**config.mk**
```make
export PLATFORM = sky130hd
export DESIGN_NAME = spi_iter_unit
export DESIGN_NICKNAME = d
export VERILOG_FILES = /design/src/rtl/spi_pkg.sv /design/src/rtl/spi_iter_unit.sv
export SDC_FILE = /design/constraint.sdc
export NUM_CORES = 1
export LEC_CHECK = 0
export CAP_MARGIN = 5
export CORE_ASPECT_RATIO = 1.4
export CORE_MARGIN = 2
export CORE_UTILIZATION = 40
export DETAILED_ROUTE_END_ITERATION = 7
export DONT_BUFFER_PORTS = 1
export GPL_TIMING_DRIVEN = 0
export SYNTH_ARGS = -nofsm -noshare
export SYNTH_HDL_FRONTEND = slang
export SYNTH_SLANG_ARGS = --single-unit
```
**constraint.sdc**
```tcl
create_clock -name clk -period 3 [get_ports clk]
set_input_delay 0.15 -clock clk [delete_from_list [all_inputs] [get_ports clk]]
set_output_delay 0.15 -clock clk [all_outputs]
set_load 0.01 [all_outputs]
```
**src/rtl/spi_pkg.sv**
```systemverilog
// ----------------------------------------------------------------------------
// spi_pkg
// shared types and codes of the sphere path interpolator
// ----------------------------------------------------------------------------
`default_nettype none

package spi_pkg;

	localparam int DATA_W    = 32;
	localparam int RAD_W     = 31;
	localparam int NUM_W     = 64;
	localparam int DEN_W     = 33;
	localparam int REG_IDX_W = 3;

	typedef enum logic [1:0] {
		MODE_PATH_KEEP,
		MODE_PATH_RAMP,
		MODE_STEP,
		MODE_READ
	} mode_t;

	typedef enum logic [REG_IDX_W-1:0] {
		REG_LOOP_ENABLE,
		REG_START_RADIUS,
		REG_HOME_X,
		REG_HOME_Y,
		REG_HOME_Z
	} reg_idx_t;

	typedef enum logic {
		OP_DIV,
		OP_SQRT
	} unit_op_t;

	typedef struct packed {
		logic     start;
		unit_op_t op;
	} unit_req_t;

	typedef enum logic [4:0] {
		S_IDLE,
		S_RPT_RD,
		S_RPT_OUT,
		S_PRE_MUL,
		S_PRE_DIV,
		S_PRE_WAIT,
		S_PT_RD,
		S_IP_MUL,
		S_IP_DIV,
		S_IP_WAIT,
		S_SQ_MUL,
		S_SQ_ACC,
		S_RT_START,
		S_RT_WAIT,
		S_PJ_MUL,
		S_PJ_DIV,
		S_PJ_WAIT,
		S_PT_OUT
	} state_t;

endpackage

`default_nettype wire

```
**src/rtl/spi_iter_unit.sv**
```systemverilog
// ----------------------------------------------------------------------------
// spi_iter_unit
// bit-serial unsigned divider and integer square root, one bit per cycle
// ----------------------------------------------------------------------------
`default_nettype none

module spi_iter_unit (
	input  wire logic                       clk,
	input  wire logic                       arst_n,
	input  wire spi_pkg::unit_req_t         req,
	input  wire logic [spi_pkg::NUM_W-1:0]  num,
	input  wire logic [spi_pkg::DEN_W-1:0]  den,
	output logic                            done,
	output logic [spi_pkg::NUM_W-1:0]       res
);

	logic                      busy_q;
	logic                      done_q;
	spi_pkg::unit_op_t         op_q;
	logic [6:0]                cnt_q;
	logic [35:0]               rem_q;
	logic [spi_pkg::NUM_W-1:0] acc_q;
	logic [spi_pkg::NUM_W-1:0] res_q;
	logic [spi_pkg::DEN_W-1:0] den_q;

	logic [35:0] div_rem;
	logic        div_ge;
	logic [35:0] sq_rem;
	logic [35:0] sq_trial;
	logic        sq_ge;

	always_comb begin
		div_rem  = {rem_q[34:0], acc_q[63]};
		div_ge   = div_rem >= {3'b000, den_q};
		sq_rem   = {rem_q[33:0], acc_q[63:62]};
		sq_trial = {res_q[33:0], 2'b01};
		sq_ge    = sq_rem >= sq_trial;
	end

	// sequencing
	always_ff @(posedge clk or negedge arst_n) begin
		if (!arst_n) begin
			busy_q <= 1'b0;
			done_q <= 1'b0;
			op_q   <= spi_pkg::OP_DIV;
			cnt_q  <= '0;
		end else begin
			done_q <= 1'b0;
			if (req.start) begin
				busy_q <= 1'b1;
				op_q   <= req.op;
				cnt_q  <= (req.op == spi_pkg::OP_SQRT) ? 7'd31 : 7'd63;
			end else if (busy_q) begin
				if (cnt_q == 7'd0) begin
					busy_q <= 1'b0;
					done_q <= 1'b1;
				end else begin
					cnt_q <= cnt_q - 7'd1;
				end
			end
		end
	end

	// datapath
	always_ff @(posedge clk) begin
		if (req.start) begin
			acc_q <= num;
			den_q <= den;
			rem_q <= '0;
			res_q <= '0;
		end else if (busy_q) begin
			if (op_q == spi_pkg::OP_SQRT) begin
				acc_q <= {acc_q[61:0], 2'b00};
				if (sq_ge) begin
					rem_q <= sq_rem - sq_trial;
					res_q <= {res_q[62:0], 1'b1};
				end else begin
					rem_q <= sq_rem;
					res_q <= {res_q[62:0], 1'b0};
				end
			end else begin
				acc_q <= {acc_q[62:0], 1'b0};
				if (div_ge) begin
					rem_q <= div_rem - {3'b000, den_q};
					res_q <= {res_q[62:0], 1'b1};
				end else begin
					rem_q <= div_rem;
					res_q <= {res_q[62:0], 1'b0};
				end
			end
		end
	end

	assign done = done_q;
	assign res  = res_q;

endmodule

`default_nettype wire

```
Word level (Yosys, flattened, before mapping):

Index checks and enable logic that the tools add are counted.

* flip-flop bits (word level): 206
* bits in latches: 0
* memory bits (writable): 0
* ROM bits: 0
* input port bits: 101
* output and inout port bits: 65
* logic and storage cells: 36
* memories kept: 0

* $add $sub $neg: 3
* multipliers: 0
* div/mod/pow operators: 0
* order comparisons: 2
* eq/ne operators: 1
* shift operators: 0
* multiplexer cells: 19
* bitwise gates (word level): 0
* reduce and logical (&&, ||, !) cells: 3

Operator list (count)
* two-way mux 64 bit: 3
* two-way mux 35 bit: 3
* >= comparator 36 x 33 -> 1 bit: 1
* >= comparator 36 bit: 1
* subtractor 35 x 33 -> 35 bit: 1
* subtractor 35 bit: 1
* two-way mux 7 bit: 3
* two-way mux 1 bit: 9
* zero test 7 bit: 1
* subtractor 7 x 1 -> 7 bit (second input constant): 1
* two-way mux 6 bit: 1
* != test 2 bit (second input constant): 1
* AND reduction 2 bit: 1
* nonzero test 2 bit: 1

Logic depth before layout (Yosys ltp):

Gate-level depths: netlist (run 1).

* depth in word-level cells: 4
* gate-level depth with buffers: 15
* gate-level depth less buffers: 13

Worst setup path before layout (run 1):

Ideal clock, no wire load.

* kind: register to register
* from: register acc_q[63] in the netlist's numbering
* to: register rem_q[28]
* library setup time: 0.117 ns
* arrival time: 3.055 ns
* data required time: 2.883 ns
* path slack: -0.172 ns
* cell stages (with the launch flop): 15
* buffers on the path: 2
* period minus slack after synthesis: 3.172 ns
* path through: edfxtp_1 > inv_1 > ha_1 > fa_1 > nand2b_1 > a21oi_1 > a21o_1 > a2111oi_4 > o31ai_2 > a41oi_2 > buf_4 > buf_4 > a221oi_1 > a31oi_1 > a22o_1

* cells in the longest elaborated chain, start to end: 3
* elaborated cells between the ends (all ways): 7
* those cells by class: 2 x add/sub; 2 x order compare; 3 x mux

Ends and longest elaborated chain
* from (decl): RTL line spi_iter_unit.sv:22 `logic [spi_pkg::NUM_W-1:0] acc_q;`
* from (signal assigned): RTL line spi_iter_unit.sv:67 `acc_q <= num;`
* from (signal assigned): RTL line spi_iter_unit.sv:73 `acc_q <= {acc_q[61:0], 2'b00};`
* from (signal assigned): RTL line spi_iter_unit.sv:82 `acc_q <= {acc_q[62:0], 1'b0};`
* subtractor 35 x 33 -> 35 bit (tied with other cells): RTL line spi_iter_unit.sv:84 `rem_q <= div_rem - {3'b000, den_q};`
* two-way mux 35 bit, on equally long branches: RTL line spi_iter_unit.sv:83, spi_iter_unit.sv:74
* two-way mux 35 bit *: RTL line spi_iter_unit.sv:72 `if (op_q == spi_pkg::OP_SQRT) begin`
* to (signal assigned): RTL line spi_iter_unit.sv:75 `rem_q <= sq_rem - sq_trial;`
* to (signal assigned): RTL line spi_iter_unit.sv:84
* to (signal assigned): RTL line spi_iter_unit.sv:87 `rem_q <= div_rem;`
* to (decl): RTL line spi_iter_unit.sv:21 `logic [35:0] rem_q;`

Mark *: on every way between the ends. The rest lies on a longest branch, timed or not.
A chain may end at the register's enable or synchronous reset.

Worst setup path in the final report (run 1):

* from: register rem_q[9]
* to: register rem_q[14]

* cells in the longest elaborated chain, start to end: 3
* elaborated cells between the ends (all ways): 7
* those cells by class: 2 x add/sub; 2 x order compare; 3 x mux

Ends and longest elaborated chain
* from (signal assigned): RTL line spi_iter_unit.sv:75
* from (signal assigned): RTL line spi_iter_unit.sv:78 `rem_q <= sq_rem;`
* from (signal assigned): RTL line spi_iter_unit.sv:84
* subtractor 35 x 33 -> 35 bit (tied with other cells): RTL line spi_iter_unit.sv:84
* two-way mux 35 bit, on equally long branches: RTL line spi_iter_unit.sv:83, spi_iter_unit.sv:74
* two-way mux 35 bit *: RTL line spi_iter_unit.sv:72

Marked as above.

==> impl_metrics.env, run 1 <==
export IMPL_status="finished with violations"
export IMPL_failed_checks="negative setup slack"
export IMPL_die_x_um=156
export IMPL_first_iter_violations=635
export IMPL_ys_ff_latch=206
export IMPL_via_per_inst=5.73
export IMPL_initial_core_util_pct=40.8
export IMPL_ff2ff_path_depth=13
export IMPL_synth_top_area_share_pct=22.5
export IMPL_diodes=0
export IMPL_multiInputGateArea_sq_um=7750
export IMPL_synth_edf_count=97
export IMPL_drc=0
export IMPL_cts_buffer_depth=3
export IMPL_synth_area_per_cell_sq_um=9.01
export IMPL_worstReg2RegEnd="rem_q[14]"
export IMPL_antenna_found_initial=0
export IMPL_cts_buffers=23
export IMPL_arrival_ps=3650
export IMPL_root_buffer="clkbuf_16"
export IMPL_coreArea_sq_um=31700
export IMPL_hold_violations=0
export IMPL_area_growth_syn_to_layout_pct=26.9
export IMPL_r2r_start="rem_q[9]"
export IMPL_maxCapViolCount=0
export IMPL_fin_ws_ps=-250
export IMPL_crit_path_top_delay_cell="dfxtp_1"
export IMPL_rsz0062_at_grt="yes"
export IMPL_hold_path_class="primary input to async pin"
export IMPL_crit_top_cell="nor2_1"
export IMPL_fillers=2855
export IMPL_setup_viol=36
export IMPL_synth_most_common_cell="nand2_1"
export IMPL_criticalPathCategory="register to register"
export IMPL_ios=166
export IMPL_yosys_top_cells_count="nand2_1 (159), nor2_1 (136), mux2i_1 (130), o21ai_0 (102), dfxtp_1 (99)"
export IMPL_postSynthCellCount=1434
export IMPL_io_buffers=0
export IMPL_ir_worst_vdd_v=0.000552
export IMPL_worst_ep_required_time_ps=3400
export IMPL_die_h_um=217
export IMPL_syn_nets=1607
export IMPL_crit_path_max_fanout=7
export IMPL_wl_mm=40.1
export IMPL_nNetsFinal=1763
export IMPL_synth_distinct_cells=73
export IMPL_cts_sinks=206
export IMPL_wl_per_cell_um=20.0
export IMPL_grt_max_degree=38
export IMPL_ant_nets=0
export IMPL_start_kind="register"
export IMPL_seq_area_sq_um=5210
export IMPL_fp_dieArea_sq_um=33800
export IMPL_place_gp_congestion=0.899
export IMPL_grt_pass1_vias=11500
export IMPL_cts_max_level=1
export IMPL_max_slew_margin_pct=39.9
export IMPL_synth_top_cell_by_area="edfxtp_1"
export IMPL_tritoncts="built"
export IMPL_tightest_slew_ps=901
export IMPL_leakagePower_nw=7.07
export IMPL_track_usage_pct=22.9
export IMPL_max_freq_mhz=308
export IMPL_overflow=0
export IMPL_syn_area_sq_um=12900
export IMPL_path_cells="ha_1 -> nand3_1 -> nor2_1 -> and3_1 -> a2111oi_4 -> o31ai_2 -> a41oi_2 -> buf_6 -> buf_12 -> mux2i_4 -> o22ai_1 -> nor2_1 -> nor2_1"
export IMPL_slew_viol_final=0
export IMPL_synth_main_ff_cell="dfxtp_1"
export IMPL_min_period_ps=3250
export IMPL_grt_pass1_wl_mm=61.7
export IMPL_hpwlAfterDp_mm=28.8
export IMPL_finalSetupTns_ps=-6270
export IMPL_async_flop_share_pct=4.85
export IMPL_postLayoutCoreUtil_pct=51.8
export IMPL_row_count=77
export IMPL_post_route_period_util_pct=108
export IMPL_layout_drive_gt1_share_pct=15.3
export IMPL_synth_warnings=0
export IMPL_drt_pass1_iterations=5
export IMPL_ys_seq_area_share_pct=39.8
export IMPL_slowest_delay_ps=530
export IMPL_clkTransAtPathRegs_ps=70
export IMPL_clk_latency_ps=540
export IMPL_yosys_top_cells_area="edfxtp_1 (23%), dfxtp_1 (15%), mux2i_1 (10%), ha_1 (6.9%), nand2_1 (4.6%)"
export IMPL_vias=11500
export IMPL_clock_skew_ps=15.0
export IMPL_reg2reg_slack_ps=-250
export IMPL_cp_end_kind="register"
export IMPL_power_density_nw_per_um2=1040
[cell usage in the layout, fill, tap and decap left out, drive strengths merged, types with 15 or more instances in the layout]
master	Yosys	layout
ha	71	71
nand3	24	24
buf	24	58
dfxtp	99	99
o21ai	119	119
nand2b	16	16
a21o	35	35
nor2	136	136
and3	17	17
dlygate4sd3	0	100
inv	88	88
a211oi	23	23
a21oi	82	82
nand4	15	15
edfxtp	97	97
nand2	159	159
xnor2	30	30
mux2i	130	130
a31oi	18	18
clkbuf	55	84
xor2	35	35
[power breakdown]
group          total (mW)  switching (mW)  leakage [nW]  internal, mW
Clock                3.06            1.21         0.388          1.85
Sequential           4.01           0.640          1.96          3.37
Combinational        9.94            5.46          4.73          4.48
[layout make-up]
type,count,area share [%]
Clock inverter,9,0.892
Clock buffer,32,3.96
Sequential cell,206,31.7
Multi-Input combinational cell,1061,47.2
Tap cell,395,3.01
Timing Repair Buffer,139,8.72
Buffer,71,2.42
Inverter,88,2.01
[per-layer routing]
layer / part of all wire, % / global-route usage, % / up-vias
met1: 38 / 25.6 / 5559
li1: - / - / 5445
met4: 4.3 / 8.72 / 0
met2: 52 / 43.5 / 359
met3: 5.3 / 3.28 / 99
met5: 0 / 0 / -
[logic make-up (layout without fill, tap and decap cells)]
family                     Yosys count  count (layout)  share of synthesized area (%)
AOI/OAI and AO/OA                  379             379                           19.4
buffers and inverters              167             339                           5.08
DFF                                206             206                           39.8
and+or+nand+nor                    414             414                           14.2
muxes                              131             131                           10.2
adders and majority gates           72              72                           7.03
xor gates and xnor gates            65              65                           4.40
[through the flow]
step | area (sq um) | std cells | power [mW] | setup slack, ps | hold WS (ps)
floorplan | 12900 | 1434 | 9.35 | 7.26 | -146
global placement | 13400 | 1829 | 11.3 | -612 | -145
detailed placement | 13500 | 1830 | 11.3 | -573 | -145
CTS | 15800 | 1990 | 15.6 | -208 | 26.9
global route | 16400 | 2001 | 17.9 | -377 | 31.8
finish | 16400 | 2001 | 17.0 | -250 | 5.51
[sequential cells by signal (all words and copies together) (netlist names)]
register  flops
busy_q        1
res          64
done          1
rem_q        35
op_q          1
cnt_q         7
acc_q        64
den_q        33
[repair_timing]
item,CTS,global route
hold endpoints to repair,142,0
setup endpoints to repair,36,36
gates cloned,2,5
gates resized for setup,116,109
hold buffers,101,0
pin swaps,44,40
setup buffers,19,11
[worst max-delay path by stage]
stage                    from   endpoint  cells after the start
floorplan           acc_q[63]  rem_q[28]                     14
global placement       res[5]   rem_q[0]                     13
detailed placement     res[5]   rem_q[0]                     13
CTS                 acc_q[63]  rem_q[26]                     14
global route        acc_q[63]  rem_q[34]                     15
finish               rem_q[9]  rem_q[14]                     13
[worst max-delay path: cells and delay by family, from the launching register on]
kind | cells | cell delay, ps
mux | 1 | 230
fa+ha+maj | 1 | 360
flops | 1 | 530
compound gates | 4 | 990
buf+inv | 2 | 400
simple gates | 5 | 610
Note: power is estimated with default switching activity, not from simulation.
==> run 2, diff against run 1 <==
CTS_CLUSTER_SIZE = 28   (was unset)
REMOVE_ABC_BUFFERS = 1   (was unset)
==> impl_metrics.env, run 2 (synthesis results as in run 1) <==
export IMPL_post_route_period_util_pct=107
export IMPL_worst_ep_required_time_ps=3440
export IMPL_wl_per_cell_um=19.3
export IMPL_cts_buffers=25
export IMPL_via_per_inst=5.62
export IMPL_grt_pass1_wl_mm=64.5
export IMPL_min_period_ps=3210
export IMPL_ant_nets=0
export IMPL_overflow=0
export IMPL_io_buffers=0
export IMPL_root_buffer="clkbuf_16"
export IMPL_initial_core_util_pct=40.8
export IMPL_mostFrequentLayoutCells="dlygate4sd3_1 (295), nand2_1 (156), mux2i_1 (130), nor2_1 (124), edfxtp_1 (97)"
export IMPL_finalSetupTns_ps=-4150
export IMPL_arrival_ps=3650
export IMPL_vias=12000
export IMPL_layout_drive_gt1_share_pct=13.0
export IMPL_p_clk_share_pct=20.5
export IMPL_leakagePower_nw=7.95
export IMPL_fin_area_sq_um=18200
export IMPL_drc=0
export IMPL_cts_max_level=1
export IMPL_post_place_ws_ps=-970
export IMPL_tritoncts="built"
export IMPL_clock_skew_ps=12.1
export IMPL_slowest_delay_ps=420
export IMPL_die_h_um=217
export IMPL_row_count=77
export IMPL_crit_path_max_fanout=8
export IMPL_gr_usage_met3_pct=4.80
export IMPL_tightest_slew_ps=773
export IMPL_slew_viol_final=0
export IMPL_coreArea_sq_um=31700
export IMPL_max_freq_mhz=312
export IMPL_rsz0062_at_grt="yes"
export IMPL_clk_latency_ps=550
export IMPL_failed_checks="negative setup slack"
export IMPL_dp_cells=1760
export IMPL_critPathBufInv=3
export IMPL_start_kind="register"
export IMPL_postLayoutCoreUtil_pct=57.4
export IMPL_gr_usage_met2_pct=43.3
export IMPL_gr_max_usage_layer="met2"
export IMPL_cts_sinks=206
export IMPL_drt_pass1_iterations=5
export IMPL_status="finished with violations"
export IMPL_track_usage_pct=23.7
export IMPL_grt_pass1_vias=12500
export IMPL_maxCapViolCount=0
export IMPL_cp_top_family="compound AO/OA/AOI/OAI gates"
export IMPL_final_common_cell="dlygate4sd3_1"
export IMPL_power_density_nw_per_um2=918
export IMPL_nNetsFinal=1895
export IMPL_setup_viol=34
export IMPL_grt_max_degree=247
export IMPL_hold_path_class="primary input to register"
export IMPL_hold_violations=0
export IMPL_dpl_instance_area_sq_um=13300
export IMPL_seqPwrFrac_pct=23.0
export IMPL_layoutNonFillerInstCount=2139
export IMPL_max_slew_margin_pct=48.2
export IMPL_fillers=2669
export IMPL_grt_use_met1_pct=25.7
export IMPL_multiInputGateArea_sq_um=7750
export IMPL_p_sw_share_pct=41.1
export IMPL_crit_path_top_delay_cell="edfxtp_1"
export IMPL_seq_area_sq_um=5190
export IMPL_first_iter_violations=731
export IMPL_wl_mm=41.2
export IMPL_ir_worst_vdd_v=0.000592
export IMPL_switching_power_mw=6.87
export IMPL_criticalPathCategory="register to register"
export IMPL_die_x_um=156
export IMPL_area_growth_syn_to_layout_pct=40.7
export IMPL_hpwlAfterDp_mm=23.6
export IMPL_cts_buffer_depth=3
export IMPL_clkTransAtPathRegs_ps=70
export IMPL_power_frac_comb_pct=56.5
export IMPL_ios=166
export IMPL_place_gp_congestion=0.880
export IMPL_cp_end_kind="register"
export IMPL_fp_dieArea_sq_um=33800
export IMPL_path_cells="inv_2 -> ha_4 -> fa_2 -> nand2b_4 -> a21oi_4 -> a21o_4 -> a2111oi_4 -> o31ai_4 -> a41oi_4 -> buf_6 -> buf_12 -> nor2_2 -> a211o_1 -> a32o_1"
export IMPL_fin_ws_ps=-210
export IMPL_antenna_found_initial=3
export IMPL_p_int_mw=9.84
[run 2: cell types whose count changed in the layout (fill, tap and decap cells not counted), moves of 4 or more]
cell           previous run  this run
buf_6                    13         5
dfxtp_2                  35        23
o21ai_4                   4         0
clkbuf_1                 51         6
dfxtp_1                  59        73
buf_16                    0         6
dlygate4sd3_1           100       295
buf_1                     9         0
ha_4                      5         9
[run 2: final timing paths]
path / end / cells past startpoint / start / slack (ps)
max: rem_q[26] / 14 / acc_q[63] / -210
min: res[0] / 2 / req[1] / 60
max reg2reg: rem_q[26] / 14 / acc_q[63] / -210
min reg2reg: cnt_q[0] / 1 / cnt_q[0] / 510
max in group asynchronous: op_q / 2 / arst_n / 2100
min in group asynchronous: cnt_q[6] / 2 / arst_n / 540
[run 2: cell type report]
class | count | area share [%]
repair buffers | 339 | 19.3
inverters | 88 | 1.82
clock inverters | 13 | 1.24
well taps | 395 | 2.72
clock buffers | 33 | 3.78
diodes | 3 | 0.0413
multi-input cells | 1062 | 42.6
flip-flops and latches | 206 | 28.5
[run 2: power groups by stage]
stage / combinational [mW] / sequential, mW / clock [mW]
floorplan: 5.49 / 3.69 / 0
global placement: 6.85 / 3.87 / 0
detailed placement: 7.16 / 3.82 / 0
CTS: 8.99 / 3.78 / 3.48
global route: 10.3 / 3.88 / 3.61
finish: 9.44 / 3.83 / 3.43
[run 2: layer usage]
| layer | wire, um | up-vias |
|---|---|---|
| met5 | 0 | - |
| met2 | 21400 | 393 |
| met3 | 2310 | 125 |
| met1 | 15400 | 5789 |
| li1 | - | 5715 |
| met4 | 2060 | 0 |
[run 2: repair_timing]
| action | in CTS | in global routing |
|---|---|---|
| resized for setup | 98 | 71 |
| hold endpoints to repair | 223 | 46 |
| pin swaps | 45 | 47 |
| gates cloned | 5 | 0 |
| buffers inserted | 28 | 7 |
| hold buffers | 295 | 1 |
| endpoints found under the setup margin | 36 | 38 |
[run 2: through the flow]
step / power, mW / hold slack [ps]
after floorplan: 9.18 / -146
after global placement: 10.7 / -145
after detailed placement: 11.0 / -145
after CTS: 16.2 / -327
after global routing: 17.7 / -1.50
final: 16.7 / 55.6
